<file path="config.mk">
export PLATFORM = sky130hd
export DESIGN_NAME = icce_ctrl
export DESIGN_NICKNAME = d
export VERILOG_FILES = /design/src/icce_pkg.sv /design/src/icce_ctrl.sv
export SDC_FILE = /design/constraint.sdc
export NUM_CORES = 1
export LEC_CHECK = 0
export ABC_AREA = 1
export BUFFER_PORTS_ARGS = -buffer_cell sky130_fd_sc_hd__buf_4
export CAP_MARGIN = 20
export CORE_MARGIN = 3
export CORE_UTILIZATION = 40
export CTS_BUF_LIST = sky130_fd_sc_hd__clkbuf_8
export DETAILED_ROUTE_END_ITERATION = 8
export PLACE_DENSITY_LB_ADDON = 0.12
export SLEW_MARGIN = 20
export SYNTH_ARGS = -nofsm -noshare
export SYNTH_HDL_FRONTEND = slang
export SYNTH_SLANG_ARGS = --single-unit
export TNS_END_PERCENT = 10
</file>
<file path="constraint.sdc">
create_clock -name clk -period 2.85 [get_ports clk]
set_input_delay 0.57 -clock clk [delete_from_list [all_inputs] [get_ports clk]]
set_output_delay 0.57 -clock clk [all_outputs]
set_load 0.005 [all_outputs]
</file>
<file path="src/icce_pkg.sv">
// shared constants, types and control structs for the clamped-edge convolution unit
package icce_pkg;

  // default sizing of the top level
  localparam int MAX_WIDTH_DEF  = 1024;
  localparam int MAX_RADIUS_DEF = 3;
  localparam int COEF_BITS_DEF  = 16;

  // fixed plane height limit and register field widths
  localparam int MAX_HEIGHT = 4096;
  localparam int ROW_W      = 12;
  localparam int HGT_W      = 13;
  localparam int WIDTH_W    = 11;
  localparam int RADC_W     = 2;
  localparam int CFG_DATA_W = 13;
  localparam int CFG_IDX_W  = 2;

  // register reset values
  localparam logic [WIDTH_W-1:0] WIDTH_RST = WIDTH_W'(1024);
  localparam logic [HGT_W-1:0]   HGT_RST   = HGT_W'(4096);
  localparam logic [RADC_W-1:0]  RAD_RST   = RADC_W'(1);

  // divisor used when the coefficient sum is zero (1.0 in Q8.8), and the output ceiling
  localparam int DIV_ONE = 256;
  localparam int PIX_MAX = 255;

  // configuration register indexes
  typedef enum logic [CFG_IDX_W-1:0] {
    CFG_IMAGE_WIDTH  = 2'd0,
    CFG_IMAGE_HEIGHT = 2'd1,
    CFG_RADIUS_H     = 2'd2,
    CFG_RADIUS_V     = 2'd3
  } cfg_idx_t;

  // commands from the controller to the datapath
  typedef struct packed {
    logic idle;
    logic accept_pix;
    logic accept_coef;
    logic coef_upd;
    logic tap_clear;
    logic tap_mac;
    logic div_load;
    logic div_step;
    logic emit;
  } ctrl_cmd_t;

  // status from the datapath to the controller
  typedef struct packed {
    logic has_out;
    logic tap_last;
    logic div_last;
    logic out_free;
    logic out_last;
  } ctrl_sts_t;

endpackage

</file>
<file path="src/icce_ctrl.sv">
// controller state machine sequencing loads, taps, division and result hand-off
module icce_ctrl (
  input  logic               clk,
  input  logic               rst_n,
  input  logic               in_valid,
  input  logic               in_action,
  output logic               in_stall,
  input  icce_pkg::ctrl_sts_t sts,
  output icce_pkg::ctrl_cmd_t cmd
);
  import icce_pkg::*;

  typedef enum logic [7:0] {
    S_IDLE     = 8'b0000_0001,
    S_COEF     = 8'b0000_0010,
    S_PIX      = 8'b0000_0100,
    S_TAP_RD   = 8'b0000_1000,
    S_TAP_MAC  = 8'b0001_0000,
    S_DIV_LOAD = 8'b0010_0000,
    S_DIV_RUN  = 8'b0100_0000,
    S_EMIT     = 8'b1000_0000
  } state_t;

  state_t state_r, state_nxt;
  logic   accept;

  assign in_stall = (state_r != S_IDLE);
  assign accept   = in_valid && (state_r == S_IDLE);

  // next state and commands
  always_comb begin
    state_nxt = state_r;
    cmd       = '0;
    unique case (state_r)
      S_IDLE: begin
        cmd.idle = 1'b1;
        if (accept) begin
          cmd.accept_pix  = in_action;
          cmd.accept_coef = !in_action;
          state_nxt       = in_action ? S_PIX : S_COEF;
        end
      end
      S_COEF: begin
        cmd.coef_upd = 1'b1;
        state_nxt    = S_IDLE;
      end
      S_PIX: begin
        if (sts.has_out) begin
          cmd.tap_clear = 1'b1;
          state_nxt     = S_TAP_RD;
        end else begin
          state_nxt = S_IDLE;
        end
      end
      S_TAP_RD: begin
        state_nxt = S_TAP_MAC;
      end
      S_TAP_MAC: begin
        cmd.tap_mac = 1'b1;
        state_nxt   = sts.tap_last ? S_DIV_LOAD : S_TAP_RD;
      end
      S_DIV_LOAD: begin
        cmd.div_load = 1'b1;
        state_nxt    = S_DIV_RUN;
      end
      S_DIV_RUN: begin
        cmd.div_step = 1'b1;
        if (sts.div_last) begin
          state_nxt = S_EMIT;
        end
      end
      S_EMIT: begin
        if (sts.out_free) begin
          cmd.emit = 1'b1;
          if (sts.out_last) begin
            state_nxt = S_IDLE;
          end else begin
            cmd.tap_clear = 1'b1;
            state_nxt     = S_TAP_RD;
          end
        end
      end
      default: begin
        state_nxt = S_IDLE;
      end
    endcase
  end

  // state register
  always_ff @(posedge clk) begin
    if (!rst_n) begin
      state_r <= S_IDLE;
    end else begin
      state_r <= state_nxt;
    end
  end

endmodule

</file>
==> impl_metrics.csv <==
group,metric,value,unit
outcome,status,"complete, no violations",
timing,slew_violations,0,
finish,largest-register,"state_r",
synth,syn-cell-area,611,um^2
synth,netlist_instances,95,
timing,hold_viol_final,0,
detailed_routing,vias,614,
floorplanning,rows,13,
place,post-place-cells,128,
finish,multi_input_area,377,um^2
floorplanning,floorplan.initialDensity,44.7,%
critical_path,cp-start-kind,"register",
floorplanning,die_y,45.1,um
global_route,antenna_found_initial,0,
synth,yosysWarnings,0,
timing,min_period,1910,ps
detailed_routing,post-route-drc-count,0,
timing,clock.fmax,524,MHz
place,io_buffers,18,
place,routabilityCongestion,0.755,
place,post-dp-hpwl,1160,um
global_route,track_usage,15.2,%
timing,relSlewSlack,83.7,%
power_and_ir_drop,ir_drop,367,uV
detailed_routing,drtIter0Drc,7,
critical_path,r2r_slack,1670,ps
detailed_routing,routedWlPerCell,10.5,um
timing,rsz0062_at_grt,"false",
clock_network,cts_resized,0,
power_and_ir_drop,power.leakage,0.427,nW
finish,area_growth,32.0,%
floorplanning,die_x,45.1,um
detailed_routing,avgViaCountPerCell,4.69,
timing,final.setup.tns,0,ps
global_route,grt_start_max_net_pins,7,
critical_path,arrival,1340,ps
clock_network,numCtsBuffers,3,
finish,n_antenna_cell,0,
floorplanning,pin_count,19,
detailed_routing,drt-total-wl,1380,um
detailed_routing,route.antenna.remaining_nets,0,
clock_network,ctsHoldBuffers,0,
clock_network,path_clk_slew,40,ps
floorplanning,dieArea,2030,um^2
floorplanning,core,1370,um^2
synth,synth_fp_nets,104,
timing,skew,2.32,ps
clock_network,root_buffer,"clkbuf_8",
clock_network,clk_latency,220,ps
critical_path,cp.required,2280,ps
clock_network,clock_path_buffers,2,
global_route,grt_pass1_wl,2260,um
finish,num-fill-cells,146,
clock_network,cts_setup_buffers,0,
synth,synth-seq-cells,8,
synth,synth.avg_cell_area,6.43,um^2
clock_network,clkSinkCount,8,
finish,drive_gt1_share,37.9,%
finish,reg_top3,"state_r (8)",
timing,finalCritPeriodShare,66.9,%
power_and_ir_drop,p_per_area,562,nW/um^2
detailed_routing,drt_first_pass_iters,4,
global_route,grt_pass1_vias,556,
critical_path,path_class,"register to primary output",
power_and_ir_drop,finalPower,0.000453,W
timing,setup_viol,0,
synth,ys_types,22,
timing,worst_slew_pin_slew,242,ps
critical_path,cp-end-kind,"primary output",
finish,layout.nets,127,
global_route,gr-total-overflow,0,
critical_path,crit_fanout,4,
clock_network,cts_tree,"built",
finish,seq_area,160,um^2
finish,largest_reg_flops,8,
clock_network,h-tree-depth,1,
job,maxCapViolCount,0,
synth,yosysSeqAreaShare,26.2,%
finish,final_cells,131,
min_path,hold_path_class,"register to register",
-- final timing paths --
check,from,endpoint,depth (start not counted)
setup / recovery,state_r[0]$_SDFFE_PN1P_,cmd[6],6
hold / removal,state_r[7]$_SDFFE_PN0P_,state_r[7]$_SDFFE_PN0P_,2
setup reg to reg,state_r[0]$_SDFFE_PN1P_,state_r[3]$_SDFFE_PN0P_,8
hold reg to reg,state_r[7]$_SDFFE_PN0P_,state_r[7]$_SDFFE_PN0P_,2
-- cells in the final DEF, fill, tap and decap left out, types with 2 or more instances in the layout --
master,netlist,routed
o21ai_1,3,3
nor2_1,13,13
nor2_4,3,3
dfxtp_1,8,8
inv_1,13,13
nand3_1,4,4
nand2_1,23,23
inv_2,4,4
buf_4,0,18
clkbuf_8,0,3
nor3_2,2,2
nand2_4,3,3
nand2_2,4,4
a21oi_1,2,2
nor2_2,4,4
-- critical path, cell delays in order (launching register included) --
cell and delay (ps):
dfxtp_1 370, nand2_2 80, nor2_4 140, nand2_4 70, or2_1 230, nor2_1 90, buf_4 110
-- synthesized netlist by cell type (all sizes together) --
| library cell | n | share of area, % |
|---|---|---|
| nand3 | 5 | 4.9 |
| a21oi | 2 | 1.6 |
| nor2 | 21 | 21 |
| or2 | 1 | 1.0 |
| dfxtp | 8 | 26 |
| o21ai | 4 | 3.3 |
| nand2 | 30 | 24 |
| clkinv | 1 | 0.61 |
| inv | 18 | 11 |
| nor4 | 1 | 1.0 |
| and3 | 1 | 1.0 |
| nor3 | 3 | 4.1 |
-- logic make-up after synthesis --
| logic type | after synthesis | synth area share (%) |
|---|---|---|
| buffers and inverters | 19 | 12.1 |
| AOI/OAI and AO/OA | 6 | 4.92 |
| and+or+nand+nor | 62 | 56.8 |
| DFF | 8 | 26.2 |
-- cell type report --
type                            instances  area share [%]
Sequential cell                         8            19.9
Tap cell                               15            2.33
Multi-Input combinational cell         68            46.7
Clock buffer                            3            5.12
Timing Repair Buffer                   18            16.8
Inverter                               19            9.16
-- power breakdown --
group / leakage, nW / internal, W / total, W / switching (W)
Clock: 0.0216 / 0.0000911 / 0.000132 / 0.0000406
Combinational: 0.340 / 0.0000791 / 0.000191 / 0.000112
Sequential: 0.0651 / 0.000122 / 0.000131 / 0.00000815
-- metal layers --
metal  global-route usage, %  up-vias  share of wire [%]
met5                       0        -                  0
met4                    10.5        0                2.5
met3                    2.79        5                6.1
met2                    22.9       19                 43
met1                    19.3      263                 49
li1                        -      327                  -
-- stage by stage --
stage	hold WS (ps)	utilization [%]	setup slack, ps	instance area, um^2
2_1_floorplan	487	-	1330	611
3_3_place_gp	529	56.0	1160	764
3_5_place_dp	526	56.0	1160	764
4_1_cts	531	59.0	937	806
5_1_grt	579	59.0	808	806
6_report	539	59.0	943	806
Power figures use the tool's default switching activity.
